--- src/tbgc_pkg.sv ---
// Shared types and constants for the two-button gesture classifier.
// No dependencies.
package tbgc_pkg;

  localparam int unsigned TimeW = 32;
  localparam int unsigned DurW  = 16;
  localparam int unsigned CfgW  = 32;
  localparam int unsigned CfgIdxW = 2;

  typedef logic [TimeW-1:0] time_ms_t;
  typedef logic [DurW-1:0]  dur_ms_t;

  typedef enum logic [CfgIdxW-1:0] {
    CFG_STARTUP_UNTIL = 2'd0,
    CFG_HOLD_TIME     = 2'd1,
    CFG_LOCKOUT_TIME  = 2'd2
  } cfg_idx_t;

  localparam time_ms_t StartupRst = 32'd0;
  localparam dur_ms_t  HoldRst    = 16'd5000;
  localparam dur_ms_t  LockoutRst = 16'd500;

  // wrap-safe "now has reached t": sign bit of now - t is clear
  function automatic logic is_due(input time_ms_t now, input time_ms_t t);
    time_ms_t d;
    d = now - t;
    return ~d[TimeW-1];
  endfunction

endpackage

--- src/two_button_gesture_classifier.sv ---
// Two-button gesture classifier, top level.
// Depends on tbgc_pkg for types, reset values and the time compare.
//
// Takes one button sample per clock while the result side keeps up: a sample is
// captured in an input register, classified against the gesture state and written
// to the result register once that register can take it. The only loop is the
// gesture state update (one 32-bit add of start and hold time followed by the
// wrap-safe compare). Configuration takes effect on the next sample; write it
// only while no sample is in flight.
module two_button_gesture_classifier
  import tbgc_pkg::*;
(
  input  logic                 clk,
  input  logic                 rst_n,
  input  logic                 cfg_we,
  input  logic [CfgIdxW-1:0]   cfg_index,
  input  logic [CfgW-1:0]      cfg_wdata,
  input  logic                 in_valid,
  output logic                 in_ready,
  input  logic [TimeW-1:0]     in_now_ms,
  input  logic                 in_button_a,
  input  logic                 in_button_b,
  output logic                 out_valid,
  input  logic                 out_ready,
  output logic                 out_activity,
  output logic                 out_calibrate,
  output logic                 out_measure,
  output logic                 out_toggle_ref,
  output logic                 out_reference_mode
);

  // configuration
  time_ms_t startup_until_r;
  dur_ms_t  hold_time_r;
  dur_ms_t  lockout_time_r;

  always_ff @(posedge clk) begin
    if (!rst_n) begin
      startup_until_r <= StartupRst;
      hold_time_r     <= HoldRst;
      lockout_time_r  <= LockoutRst;
    end else if (cfg_we) begin
      unique case (cfg_idx_t'(cfg_index))
        CFG_STARTUP_UNTIL: startup_until_r <= cfg_wdata;
        CFG_HOLD_TIME:     hold_time_r     <= cfg_wdata[DurW-1:0];
        CFG_LOCKOUT_TIME:  lockout_time_r  <= cfg_wdata[DurW-1:0];
        default: ;
      endcase
    end
  end

  // input register
  logic     s1_valid_r;
  time_ms_t s1_now_r;
  logic     s1_a_r;
  logic     s1_b_r;
  logic     s1_adv;
  logic     s1_fire;

  assign s1_adv   = !out_valid || out_ready;
  assign s1_fire  = s1_valid_r && s1_adv;
  assign in_ready = !s1_valid_r || s1_adv;

  always_ff @(posedge clk) begin
    if (!rst_n) begin
      s1_valid_r <= 1'b0;
    end else if (in_ready) begin
      s1_valid_r <= in_valid;
    end
  end

  always_ff @(posedge clk) begin
    if (in_ready && in_valid) begin
      s1_now_r <= in_now_ms;
      s1_a_r   <= in_button_a;
      s1_b_r   <= in_button_b;
    end
  end

  // gesture state
  logic     a_was_down_r, b_was_down_r, chord_active_r, chord_fired_r;
  logic     a_hold_fired_r, b_hold_fired_r, ref_mode_r;
  time_ms_t chord_start_r, a_start_r, b_start_r, lockout_until_r;

  logic     chord_active_nxt, chord_fired_nxt, a_hold_fired_nxt, b_hold_fired_nxt;
  logic     ref_mode_nxt;
  time_ms_t chord_start_nxt, a_start_nxt, b_start_nxt, lockout_until_nxt;
  logic     act, cal, meas, tog;
  time_ms_t lock_end;
  time_ms_t hold_ext;

  assign lock_end = s1_now_r + {{(TimeW-DurW){1'b0}}, lockout_time_r};
  assign hold_ext = {{(TimeW-DurW){1'b0}}, hold_time_r};

  always_comb begin
    chord_active_nxt  = chord_active_r;
    chord_fired_nxt   = chord_fired_r;
    a_hold_fired_nxt  = a_hold_fired_r;
    b_hold_fired_nxt  = b_hold_fired_r;
    ref_mode_nxt      = ref_mode_r;
    chord_start_nxt   = chord_start_r;
    a_start_nxt       = a_start_r;
    b_start_nxt       = b_start_r;
    lockout_until_nxt = lockout_until_r;
    cal  = 1'b0;
    meas = 1'b0;
    tog  = 1'b0;
    act  = (s1_a_r && !a_was_down_r) || (s1_b_r && !b_was_down_r);

    priority if (!is_due(s1_now_r, startup_until_r) ||
                 !is_due(s1_now_r, lockout_until_r)) begin
      // blocked: only the levels move
    end else if (s1_a_r && s1_b_r) begin
      if (!chord_active_r) begin
        chord_start_nxt = s1_now_r;
        chord_fired_nxt = 1'b0;
      end
      chord_active_nxt = 1'b1;
      if (!chord_fired_nxt && is_due(s1_now_r, chord_start_nxt + hold_ext)) begin
        chord_fired_nxt   = 1'b1;
        a_hold_fired_nxt  = 1'b1;
        b_hold_fired_nxt  = 1'b1;
        lockout_until_nxt = lock_end;
        cal               = 1'b1;
      end
    end else if (chord_active_r) begin
      if (!s1_a_r && !s1_b_r) begin
        chord_active_nxt = 1'b0;
        chord_fired_nxt  = 1'b0;
      end
    end else begin
      if (s1_a_r && !a_was_down_r) begin
        a_start_nxt      = s1_now_r;
        a_hold_fired_nxt = 1'b0;
      end
      if (s1_b_r && !b_was_down_r) begin
        b_start_nxt      = s1_now_r;
        b_hold_fired_nxt = 1'b0;
      end
      priority if (s1_a_r && !a_hold_fired_nxt &&
                   is_due(s1_now_r, a_start_nxt + hold_ext)) begin
        a_hold_fired_nxt  = 1'b1;
        lockout_until_nxt = lock_end;
      end else if (s1_b_r && !b_hold_fired_nxt &&
                   is_due(s1_now_r, b_start_nxt + hold_ext)) begin
        b_hold_fired_nxt  = 1'b1;
        lockout_until_nxt = lock_end;
      end else begin
        if (!s1_a_r && a_was_down_r && !a_hold_fired_nxt && !s1_b_r) begin
          meas              = 1'b1;
          lockout_until_nxt = lock_end;
        end
        if (!s1_b_r && b_was_down_r && !b_hold_fired_nxt && !s1_a_r) begin
          tog               = 1'b1;
          ref_mode_nxt      = !ref_mode_r;
          lockout_until_nxt = lock_end;
        end
      end
    end

    if (cal || meas || tog) begin
      act = 1'b1;
    end
  end

  always_ff @(posedge clk) begin
    if (!rst_n) begin
      a_was_down_r    <= 1'b0;
      b_was_down_r    <= 1'b0;
      chord_active_r  <= 1'b0;
      chord_fired_r   <= 1'b0;
      a_hold_fired_r  <= 1'b0;
      b_hold_fired_r  <= 1'b0;
      ref_mode_r      <= 1'b0;
      chord_start_r   <= '0;
      a_start_r       <= '0;
      b_start_r       <= '0;
      lockout_until_r <= '0;
    end else if (s1_fire) begin
      a_was_down_r    <= s1_a_r;
      b_was_down_r    <= s1_b_r;
      chord_active_r  <= chord_active_nxt;
      chord_fired_r   <= chord_fired_nxt;
      a_hold_fired_r  <= a_hold_fired_nxt;
      b_hold_fired_r  <= b_hold_fired_nxt;
      ref_mode_r      <= ref_mode_nxt;
      chord_start_r   <= chord_start_nxt;
      a_start_r       <= a_start_nxt;
      b_start_r       <= b_start_nxt;
      lockout_until_r <= lockout_until_nxt;
    end
  end

  // result register
  always_ff @(posedge clk) begin
    if (!rst_n) begin
      out_valid <= 1'b0;
    end else if (s1_adv) begin
      out_valid <= s1_valid_r;
    end
  end

  always_ff @(posedge clk) begin
    if (s1_fire) begin
      out_activity       <= act;
      out_calibrate      <= cal;
      out_measure        <= meas;
      out_toggle_ref     <= tog;
      out_reference_mode <= ref_mode_nxt;
    end
  end

  // checks
  a_cal_excl: assert property (@(posedge clk) disable iff (!rst_n)
    out_valid && out_calibrate |-> out_activity && !out_measure && !out_toggle_ref)
    else $error("calibrate reported with measure/toggle or without activity");

  a_tog_flip: assert property (@(posedge clk) disable iff (!rst_n)
    s1_fire && tog |=> ref_mode_r != $past(ref_mode_r))
    else $error("toggle did not flip reference mode");

  a_cal_state: assert property (@(posedge clk) disable iff (!rst_n)
    s1_fire && cal |=> chord_fired_r && chord_active_r && a_hold_fired_r && b_hold_fired_r)
    else $error("calibrate without chord state update");

  a_stall: assert property (@(posedge clk) disable iff (!rst_n)
    s1_valid_r && out_valid && !out_ready |-> !in_ready)
    else $error("input taken while both stages are full and stalled");

  a_mode_out: assert property (@(posedge clk) disable iff (!rst_n)
    s1_fire |=> out_reference_mode == ref_mode_r)
    else $error("reported reference mode differs from state");

endmodule

--- config.mk ---
export PLATFORM = sky130hd
export DESIGN_NAME = two_button_gesture_classifier
export DESIGN_NICKNAME = d
export VERILOG_FILES = /design/src/tbgc_pkg.sv /design/src/two_button_gesture_classifier.sv
export SDC_FILE = /design/constraint.sdc
export NUM_CORES = 1
export LEC_CHECK = 0
export BUFFER_PORTS_ARGS = -buffer_cell sky130_fd_sc_hd__buf_2
export CAP_MARGIN = 20
export CORE_ASPECT_RATIO = 1.4
export CORE_MARGIN = 5
export CORE_UTILIZATION = 45
export DETAILED_ROUTE_END_ITERATION = 12
export REMOVE_ABC_BUFFERS = 1
export SLEW_MARGIN = 15
export SYNTH_ARGS = -nofsm -noshare
export SYNTH_HDL_FRONTEND = slang
export SYNTH_SLANG_ARGS = --single-unit
--- constraint.sdc ---
create_clock -name clk -period 8.7 [get_ports clk]
set_clock_uncertainty 0.15 [all_clocks]
set_input_delay 1.74 -clock clk [delete_from_list [all_inputs] [get_ports clk]]
set_output_delay 1.74 -clock clk [all_outputs]
set_load 0.01 [all_outputs]
==> impl_metrics.env, run 1 <==
export IMPL_die_area_sq_um=40900
export IMPL_drive_above_1_share_pct=10.7
export IMPL_dp_hpwl_um=32600
export IMPL_gp_congestion=0.868
export IMPL_overflow=0
export IMPL_antenna_found_initial=0
export IMPL_antenna_left=0
export IMPL_synth_top_area_cell="dfxtp_1"
export IMPL_cts_tree="done"
export IMPL_synth_edf_count=39
export IMPL_worst_hold_path_type="flop to flop"
export IMPL_yosys_most_used_dff="dfxtp_1"
export IMPL_yosys_area_top_type_share_pct=24.2
export IMPL_path_max_fanout=21
export IMPL_hold_viol=0
export IMPL_synth_area_sq_um=16600
export IMPL_whs_ps=305
export IMPL_ys_async_sr_fraction_pct=0
export IMPL_final_util_pct=50.2
export IMPL_grt_usage_pct=22.5
export IMPL_dp_slack_ps=2960
export IMPL_clk_latency_ps=560
export IMPL_grt_start_max_net_pins=87
export IMPL_clock_path_buffers=3
export IMPL_dr_pass1_iters=5
export IMPL_min_period_over_period_pct=66.5
export IMPL_post_route_drc_count=0
export IMPL_core_sq_um=36600
export IMPL_cts_reportedPaths_clkPinSlew_ps=60
export IMPL_io_pins=80
export IMPL_powerDensity_nw_per_um2=170
export IMPL_vias=13746
export IMPL_setup_slack_ps=2910
export IMPL_post_cts_buffers=0
export IMPL_clock_sinks=240
export IMPL_ys_top_cells_by_area="dfxtp_1 24%, ha_1 16%, edfxtp_1 7.0%, a21oi_1 6.7%, nand2_1 5.6%"
export IMPL_cts_resized=0
export IMPL_die_w_um=172
export IMPL_grt_pass1_vias=14140
export IMPL_setup_tns_ps=0
export IMPL_setup_worst_path_start="s1_a_r"
export IMPL_synth_warning_count=0
export IMPL_rsz0062_at_grt="no"
export IMPL_start_kind="flop"
export IMPL_p_total_mw=3.12
export IMPL_arrival_ps=6070
export IMPL_drt_wl_total_um=45600
export IMPL_finalInstanceArea_sq_um=18400
export IMPL_initialDrtViolationCount=651
export IMPL_worstHoldStart="startup_until_r[6]"
export IMPL_port_buffers=79
export IMPL_routedWlPerCell_um=18.5
export IMPL_ir_worst_vdd_mv=0.131
export IMPL_synth_distinct_cells=71
export IMPL_post_dp_cell_area_sq_um=17400
export IMPL_slew_headroom_pct=33.1
export IMPL_worst_slew_pin_slew_ps=1000
export IMPL_cts_inserted_buffers=28
export IMPL_rr_startpoint="s1_a_r"
export IMPL_start_util_pct=45.5
export IMPL_final_nets=2309
export IMPL_status="complete, no violations"
export IMPL_p_leak_nw=7.62
export IMPL_die_y_um=237
export IMPL_num_rows=83
export IMPL_finalMaxSlewViolations=0
export IMPL_setup_violations=0
export IMPL_h_tree_depth=1
export IMPL_cap_violations=0
export IMPL_endpoint_kind="flop"
export IMPL_max_clock_freq_mhz=173
export IMPL_period_needed_ps=5790
export IMPL_syn_avg_cell_area_sq_um=8.56
export IMPL_grt_pass1_wl_um=73400
export IMPL_worstSetupPathType="flop to flop"
export IMPL_syn2layout_area_growth_pct=10.4
export IMPL_crit_required_ps=8990
export IMPL_holdBufCountCts=0
export IMPL_root_buffer="clkbuf_16"
export IMPL_dpl_cell_count=2410
export IMPL_synth_ff_latch_count=240
export IMPL_diodes=0
export IMPL_syn_inst=1942
export IMPL_yosysSeqAreaShare_pct=31.3
export IMPL_viasPerCell=5.58
export IMPL_instances_no_fill=2463
==> Yosys cell counts (5+ instances only) <==
master,instances
edfxtp_1,39
nor4_1,6
mux2i_1,72
and4_1,6
o211ai_1,13
xnor2_1,18
o21ai_0,51
mux2_2,46
nor3_1,141
nand3_1,31
or3_1,7
a21o_1,18
nor2_1,35
nor2b_1,8
o21a_1,6
nand3b_1,5
inv_1,238
fa_1,43
a21oi_1,224
buf_1,8
clkbuf_1,66
buf_2,15
nand4_1,25
a211oi_1,40
ha_1,219
and3_1,15
dfxtp_1,201
nand2b_1,6
xor2_1,8
nand2_1,250
==> power breakdown <==
| group | switching (mW) | internal (mW) |
|---|---|---|
| logic | 0.394 | 0.271 |
| clock network | 0.497 | 0.723 |
| registers | 0.0541 | 1.18 |
| total | 0.945 | 2.17 |
==> cells in the final DEF, fill, tap and decap left out, types with 7 or more instances in the layout <==
| cell type | n |
|---|---|
| nand4_1 | 25 |
| and3_1 | 15 |
| a21o_1 | 18 |
| a21oi_1 | 224 |
| o211ai_1 | 13 |
| nand2_1 | 250 |
| nor3_1 | 141 |
| edfxtp_1 | 39 |
| mux2i_1 | 71 |
| ha_1 | 219 |
| clkbuf_16 | 29 |
| nand3_1 | 31 |
| xor2_1 | 8 |
| buf_4 | 15 |
| xnor2_1 | 18 |
| nor2b_1 | 8 |
| or3_1 | 7 |
| buf_2 | 79 |
| fa_1 | 43 |
| o21ai_0 | 51 |
| mux2_2 | 45 |
| nor2_1 | 30 |
| inv_1 | 237 |
| dfxtp_1 | 200 |
| clkinv_2 | 8 |
| a211oi_1 | 40 |
==> logic make-up (layout without fill, tap and decap cells) <==
kind of cell | after synthesis | in the layout | synth area share [%]
and+or+nand+nor | 556 | 556 | 15.7
AOI/OAI and AO/OA | 407 | 407 | 14.7
xor gates and xnor gates | 26 | 26 | 1.37
adders and majority gates | 262 | 262 | 21.7
muxes | 118 | 118 | 7.45
DFF | 240 | 240 | 31.3
buffers and inverters | 333 | 387 | 7.82
==> cell type report <==
| type | instances | area [sq um] |
|---|---|---|
| clock inverter | 14 | 153 |
| sequential | 240 | 5200 |
| clock buffer | 38 | 790 |
| inverter | 239 | 900 |
| multi-input combinational | 1369 | 10200 |
| timing repair buffer | 96 | 548 |
| tap | 467 | 584 |
| fill | 3560 | 18200 |
==> routing by layer <==
metal  wire length [um]  share of wire, %  vias to the layer above  global-route usage, %
met1              17900                39                     6536                   24.9
met3               1580               3.5                      121                   2.78
met5                  0                 0                        -                      0
met2              23400                51                      240                   41.3
met4               2720               6.0                        0                   11.7
li1                   -                 -                     6849                      -
==> path summary, 6_finish.rpt <==
path	to	slack [ps]	depth (start not counted)
worst max-delay path	lockout_until_r[9]	2910	17
worst min-delay path	startup_until_r[6]	300	2
worst max register to register	lockout_until_r[9]	2910	17
worst min register to register	startup_until_r[6]	300	2
==> sequential cells by signal (all words and copies together), names as in the netlist, 16 cells and up <==
name and count:
s1_now_r 32, lockout_until_r 32, a_start_r 32, b_start_r 32, chord_start_r 32, hold_time_r 16
startup_until_r 32, lockout_time_r 16
==> critical path: stages (launching register included) <==
cell	delay, ps
edfxtp_1	430
inv_1	120
nor2_4	410
buf_4	410
mux2_2	400
fa_1	490
inv_1	40
ha_1	280
nand4_1	130
a2111oi_2	300
o211ai_1	210
and4b_4	250
a2111oi_0	660
a2111oi_2	160
nand4_1	210
nand3_2	450
buf_12	370
mux2i_1	140
(Power assumes the default switching activity.)
==> run 2: changes to the inputs <==
Clock period 8.7 ns to 4.69 ns, I/O delays scaled along.
==> impl_metrics.env, run 2 (synthesized netlist as in run 1, its figures left out) <==
export IMPL_cts_tree="done"
export IMPL_worst_hold_path_type="flop to flop"
export IMPL_root_buffer="clkbuf_16"
export IMPL_grt_start_max_net_pins=80
export IMPL_p_leak_nw=7.97
export IMPL_die_w_um=172
export IMPL_min_period_over_period_pct=101
export IMPL_drt_wl_total_um=47200
export IMPL_grt_pass1_vias=14105
export IMPL_rsz0062_at_grt="yes"
export IMPL_violations="negative setup slack"
export IMPL_p_total_mw=5.78
export IMPL_instances_no_fill=2521
export IMPL_worst_slew_pin_slew_ps=956
export IMPL_core_sq_um=36600
export IMPL_die_area_sq_um=40900
export IMPL_pwr_share_seq_pct=39.1
export IMPL_clock_sinks=240
export IMPL_clock_path_buffers=3
export IMPL_cap_violations=0
export IMPL_overflow=0
export IMPL_internal_power_mw=4.01
export IMPL_gp_congestion=0.911
export IMPL_antenna_found_initial=0
export IMPL_post_dp_cell_area_sq_um=17800
export IMPL_status="finished with violations"
export IMPL_routedWlPerCell_um=18.7
export IMPL_diodes=0
export IMPL_comb_power_share_pct=24.3
export IMPL_swShare_pct=30.7
export IMPL_cts_reportedPaths_clkPinSlew_ps=70
export IMPL_io_pins=80
export IMPL_vias=14132
export IMPL_drive_above_1_share_pct=13.9
export IMPL_dp_slack_ps=134
export IMPL_dp_hpwl_um=34000
export IMPL_setup_slack_ps=-39.6
export IMPL_rr_startpoint="s1_a_r"
export IMPL_syn2layout_area_growth_pct=14.8
export IMPL_grt_pass1_wl_um=74500
export IMPL_finalMaxSlewViolations=0
export IMPL_worstHoldStart="startup_until_r[20]"
export IMPL_dr_pass1_iters=5
export IMPL_max_clock_freq_mhz=211
export IMPL_dpl_cell_count=2457
export IMPL_mostFrequentLayoutCell="nand2_1"
export IMPL_post_route_drc_count=0
export IMPL_final_cell_mix="250 x nand2_1, 236 x inv_1, 224 x a21oi_1, 217 x ha_1, 200 x dfxtp_1"
export IMPL_start_util_pct=45.5
export IMPL_initialDrtViolationCount=690
export IMPL_hold_viol=0
export IMPL_powerDensity_nw_per_um2=303
export IMPL_num_rows=83
export IMPL_h_tree_depth=1
export IMPL_worstSetupPathType="flop to flop"
export IMPL_setup_tns_ps=-39.6
export IMPL_whs_ps=303
export IMPL_port_buffers=79
export IMPL_endpoint_kind="flop"
export IMPL_grt_usage_pct=22.8
export IMPL_final_util_pct=52.2
export IMPL_final_nets=2371
export IMPL_setup_violations=1
export IMPL_cts_inserted_buffers=26
export IMPL_path_max_fanout=7
export IMPL_clk_latency_ps=560
export IMPL_die_y_um=237
export IMPL_arrival_ps=4870
export IMPL_slew_headroom_pct=36.1
export IMPL_crit_required_ps=4830
export IMPL_period_needed_ps=4730
export IMPL_start_kind="flop"
export IMPL_finalInstanceArea_sq_um=19100
export IMPL_antenna_left=0
export IMPL_viasPerCell=5.61
export IMPL_setup_worst_path_start="s1_a_r"
export IMPL_p_clk_share_pct=36.6
export IMPL_switchingPower_mw=1.77
export IMPL_ir_worst_vdd_mv=0.213
run 2: area by class of cell:
| type | count | area [sq um] |
|---|---|---|
| Clock inverter | 9 | 100 |
| Inverter | 239 | 900 |
| Tap cell | 467 | 584 |
| Fill cell | 3532 | 17500 |
| Clock buffer | 37 | 754 |
| Timing Repair Buffer | 160 | 1210 |
| Multi-Input combinational cell | 1369 | 10300 |
| Sequential cell | 240 | 5200 |
run 2: critical path: stages, from the launching register on:
cell and delay [ps]:
edfxtp_1 370, inv_2 60, nor2_4 100, buf_12 140, buf_4 110, buf_4 160, mux2i_1 270, fa_1 460
ha_1 320, a21oi_1 150, a21oi_1 90, o211ai_1 290, nand4b_1 210, buf_4 190, a2111oi_4 320, buf_4 180
a2111oi_4 50, buf_4 170, nand2b_4 90, nor3_2 40, or4_1 540
run 2: repair_timing:
item                       CTS  global route
setup endpoints to repair    0            41
gates resized for setup      0            39
hold buffers                 0             0
setup buffers                0            16
run 2: routing by layer:
| layer | wire length (um) | vias up | share of wire (%) | global-route usage [%] |
|---|---|---|---|---|
| met5 | 0 | - | 0 | 0 |
| met2 | 25200 | 278 | 53 | 43.3 |
| met1 | 18500 | 6791 | 39 | 25.7 |
| li1 | - | 6977 | - | - |
| met3 | 1650 | 86 | 3.5 | 2.50 |
| met4 | 1920 | 0 | 4.1 | 8.25 |
run 2: final timing paths:
| kind | cells after the start | slack, ps | to |
|---|---|---|---|
| setup / recovery | 20 | -40 | out_activity |
| hold / removal | 2 | 300 | startup_until_r[20] |
| setup reg to reg | 20 | -40 | out_activity |
| hold reg to reg | 2 | 300 | startup_until_r[20] |
run 2: power by group through the flow:
stage               combinational, mW  clock, mW  sequential, mW
floorplan                       0.883          0            2.28
global placement                 1.29          0            2.30
detailed placement               1.32          0            2.30
CTS                              1.33       2.17            2.26
global route                     1.59       2.24            2.27
finish                           1.40       2.12            2.26
==> run 3: changes to the inputs <==
Settings changed: CTS_BUF_LIST from default to sky130_fd_sc_hd__clkbuf_4 sky130_fd_sc_hd__clkbuf_8 sky130_fd_sc_hd__clkbuf_16, SKIP_LAST_GASP from default to 1.
==> impl_metrics.env, run 3 (synthesized netlist as in run 1, its figures left out) <==
export IMPL_status="finished with violations"
export IMPL_violations="negative setup slack"
export IMPL_critPathMaxStageDelay_ps=540
export IMPL_clk_latency_ps=560
export IMPL_gp_congestion=0.911
export IMPL_crit_slowest_cell="or4_1"
export IMPL_cts_reportedPaths_clkPinSlew_ps=70
export IMPL_holdBufCountCts=0
export IMPL_dpl_cell_count=2457
export IMPL_final_nets=2371
export IMPL_cp_cell_sequence="inv_2 -> nor2_4 -> buf_12 -> buf_4 -> buf_4 -> mux2i_1 -> fa_1 -> ha_1 -> a21oi_1 -> a21oi_1 -> o211ai_1 -> nand4b_1 -> buf_4 -> a2111oi_4 -> buf_4 -> a2111oi_4 -> buf_4 -> nand2b_4 -> nor3_2 -> or4_1"
export IMPL_worstSetupPathType="flop to flop"
export IMPL_slew_headroom_pct=35.9
export IMPL_p_leak_nw=7.99
export IMPL_crit_required_ps=4830
export IMPL_crit_top_cell="buf_4"
export IMPL_die_y_um=237
export IMPL_endpoint_kind="flop"
export IMPL_dp_hpwl_um=34000
export IMPL_dr_pass1_iters=5
export IMPL_die_area_sq_um=40900
export IMPL_port_buffers=79
export IMPL_grt_pass1_wl_um=74500
export IMPL_dp_slack_ps=134
export IMPL_powerDensity_nw_per_um2=305
export IMPL_finalInstanceArea_sq_um=19100
export IMPL_antenna_left=0
export IMPL_switchingPower_mw=1.77
export IMPL_initialDrtViolationCount=686
export IMPL_whs_ps=303
export IMPL_mostFrequentLayoutCell="nand2_1"
export IMPL_grt_start_max_net_pins=80
export IMPL_vias=14067
export IMPL_max_clock_freq_mhz=212
export IMPL_worst_hold_path_type="flop to flop"
export IMPL_overflow=0
export IMPL_critical_path_buf_inv_count=7
export IMPL_ir_worst_vdd_mv=0.213
export IMPL_routedWlPerCell_um=18.7
export IMPL_start_kind="flop"
export IMPL_die_w_um=172
export IMPL_cts_inserted_buffers=26
export IMPL_num_rows=83
export IMPL_hold_viol=0
export IMPL_instances_no_fill=2521
export IMPL_syn2layout_area_growth_pct=14.8
export IMPL_period_needed_ps=4730
export IMPL_setup_violations=1
export IMPL_drt_wl_total_um=47200
export IMPL_io_pins=80
export IMPL_internal_power_mw=4.05
export IMPL_min_period_over_period_pct=101
export IMPL_start_util_pct=45.5
export IMPL_root_buffer="clkbuf_16"
export IMPL_viasPerCell=5.58
export IMPL_path_max_fanout=7
export IMPL_swShare_pct=30.4
export IMPL_final_cell_mix="250 x nand2_1, 236 x inv_1, 224 x a21oi_1, 218 x ha_1, 200 x dfxtp_1"
export IMPL_worst_slew_pin_slew_ps=959
export IMPL_setup_slack_ps=-36.6
export IMPL_comb_power_share_pct=24.0
export IMPL_antenna_found_initial=0
export IMPL_cap_violations=0
export IMPL_rsz0062_at_grt="yes"
export IMPL_drive_above_1_share_pct=14.1
export IMPL_grt_pass1_vias=14101
export IMPL_finalMaxSlewViolations=0
export IMPL_p_clk_share_pct=37.1
export IMPL_diodes=0
export IMPL_pwr_share_seq_pct=38.9
export IMPL_post_dp_cell_area_sq_um=17800
export IMPL_cts_tree="done"
export IMPL_grt_usage_pct=22.8
export IMPL_cpLargestDelayFamily="buffers and inverters"
export IMPL_fillers=3535
export IMPL_post_route_drc_count=0
export IMPL_clock_sinks=240
export IMPL_clock_path_buffers=3
export IMPL_h_tree_depth=1
export IMPL_arrival_ps=4870
export IMPL_core_sq_um=36600
[run 3: power by group through the flow]
stage / logic, mW / clock network [mW] / registers, mW
CTS: 1.33 / 2.21 / 2.26
finish: 1.40 / 2.16 / 2.26
global route: 1.58 / 2.28 / 2.27
detailed placement: 1.32 / 0 / 2.30
floorplan: 0.883 / 0 / 2.28
global placement: 1.29 / 0 / 2.30
[run 3: stage by stage]
step	total power [mW]	util [%]	setup TNS, ps
finish	5.81	52.2	-36.6
global route	6.14	52.2	-2750
CTS	5.80	51.2	0
detailed placement	3.63	48.8	0
global placement	3.59	48.8	0
floorplan	3.17	-	-119000
[run 3: worst min-delay path: stages (launching register included)]
cell     delay [ps]
dfxtp_1         310
nand2_1          50
a21oi_1          50
[run 3: layout make-up]
type | instances | area [sq um] | area share (%)
inverters | 239 | 900 | 4.71
multi-input cells | 1369 | 10300 | 54.0
well taps | 467 | 584 | 3.06
clock buffers | 37 | 781 | 4.09
clock inverters | 9 | 100 | 0.525
flip-flops and latches | 240 | 5200 | 27.2
repair buffers | 160 | 1210 | 6.33
[run 3: final timing paths]
path	depth (start not counted)	slack (ps)	from	end
max	20	-40	s1_a_r	out_activity
min	2	300	startup_until_r[20]	startup_until_r[20]
max reg2reg	20	-40	s1_a_r	out_activity
min reg2reg	2	300	startup_until_r[20]	startup_until_r[20]
[run 3: repair_timing]
action                     4_1_cts  5_1_grt
resized for setup                0       35
setup buffers                    0       16
setup endpoints to repair        0       42
[run 3: metal layers]
layer	up-vias	GRT usage (%)	part of all wire (%)	routed length [um]
met5	-	0	0	0
met2	259	43.3	53	25200
li1	6968	-	-	-
met1	6748	25.8	39	18600
met3	92	2.26	3.1	1440
met4	0	8.20	4.2	1970
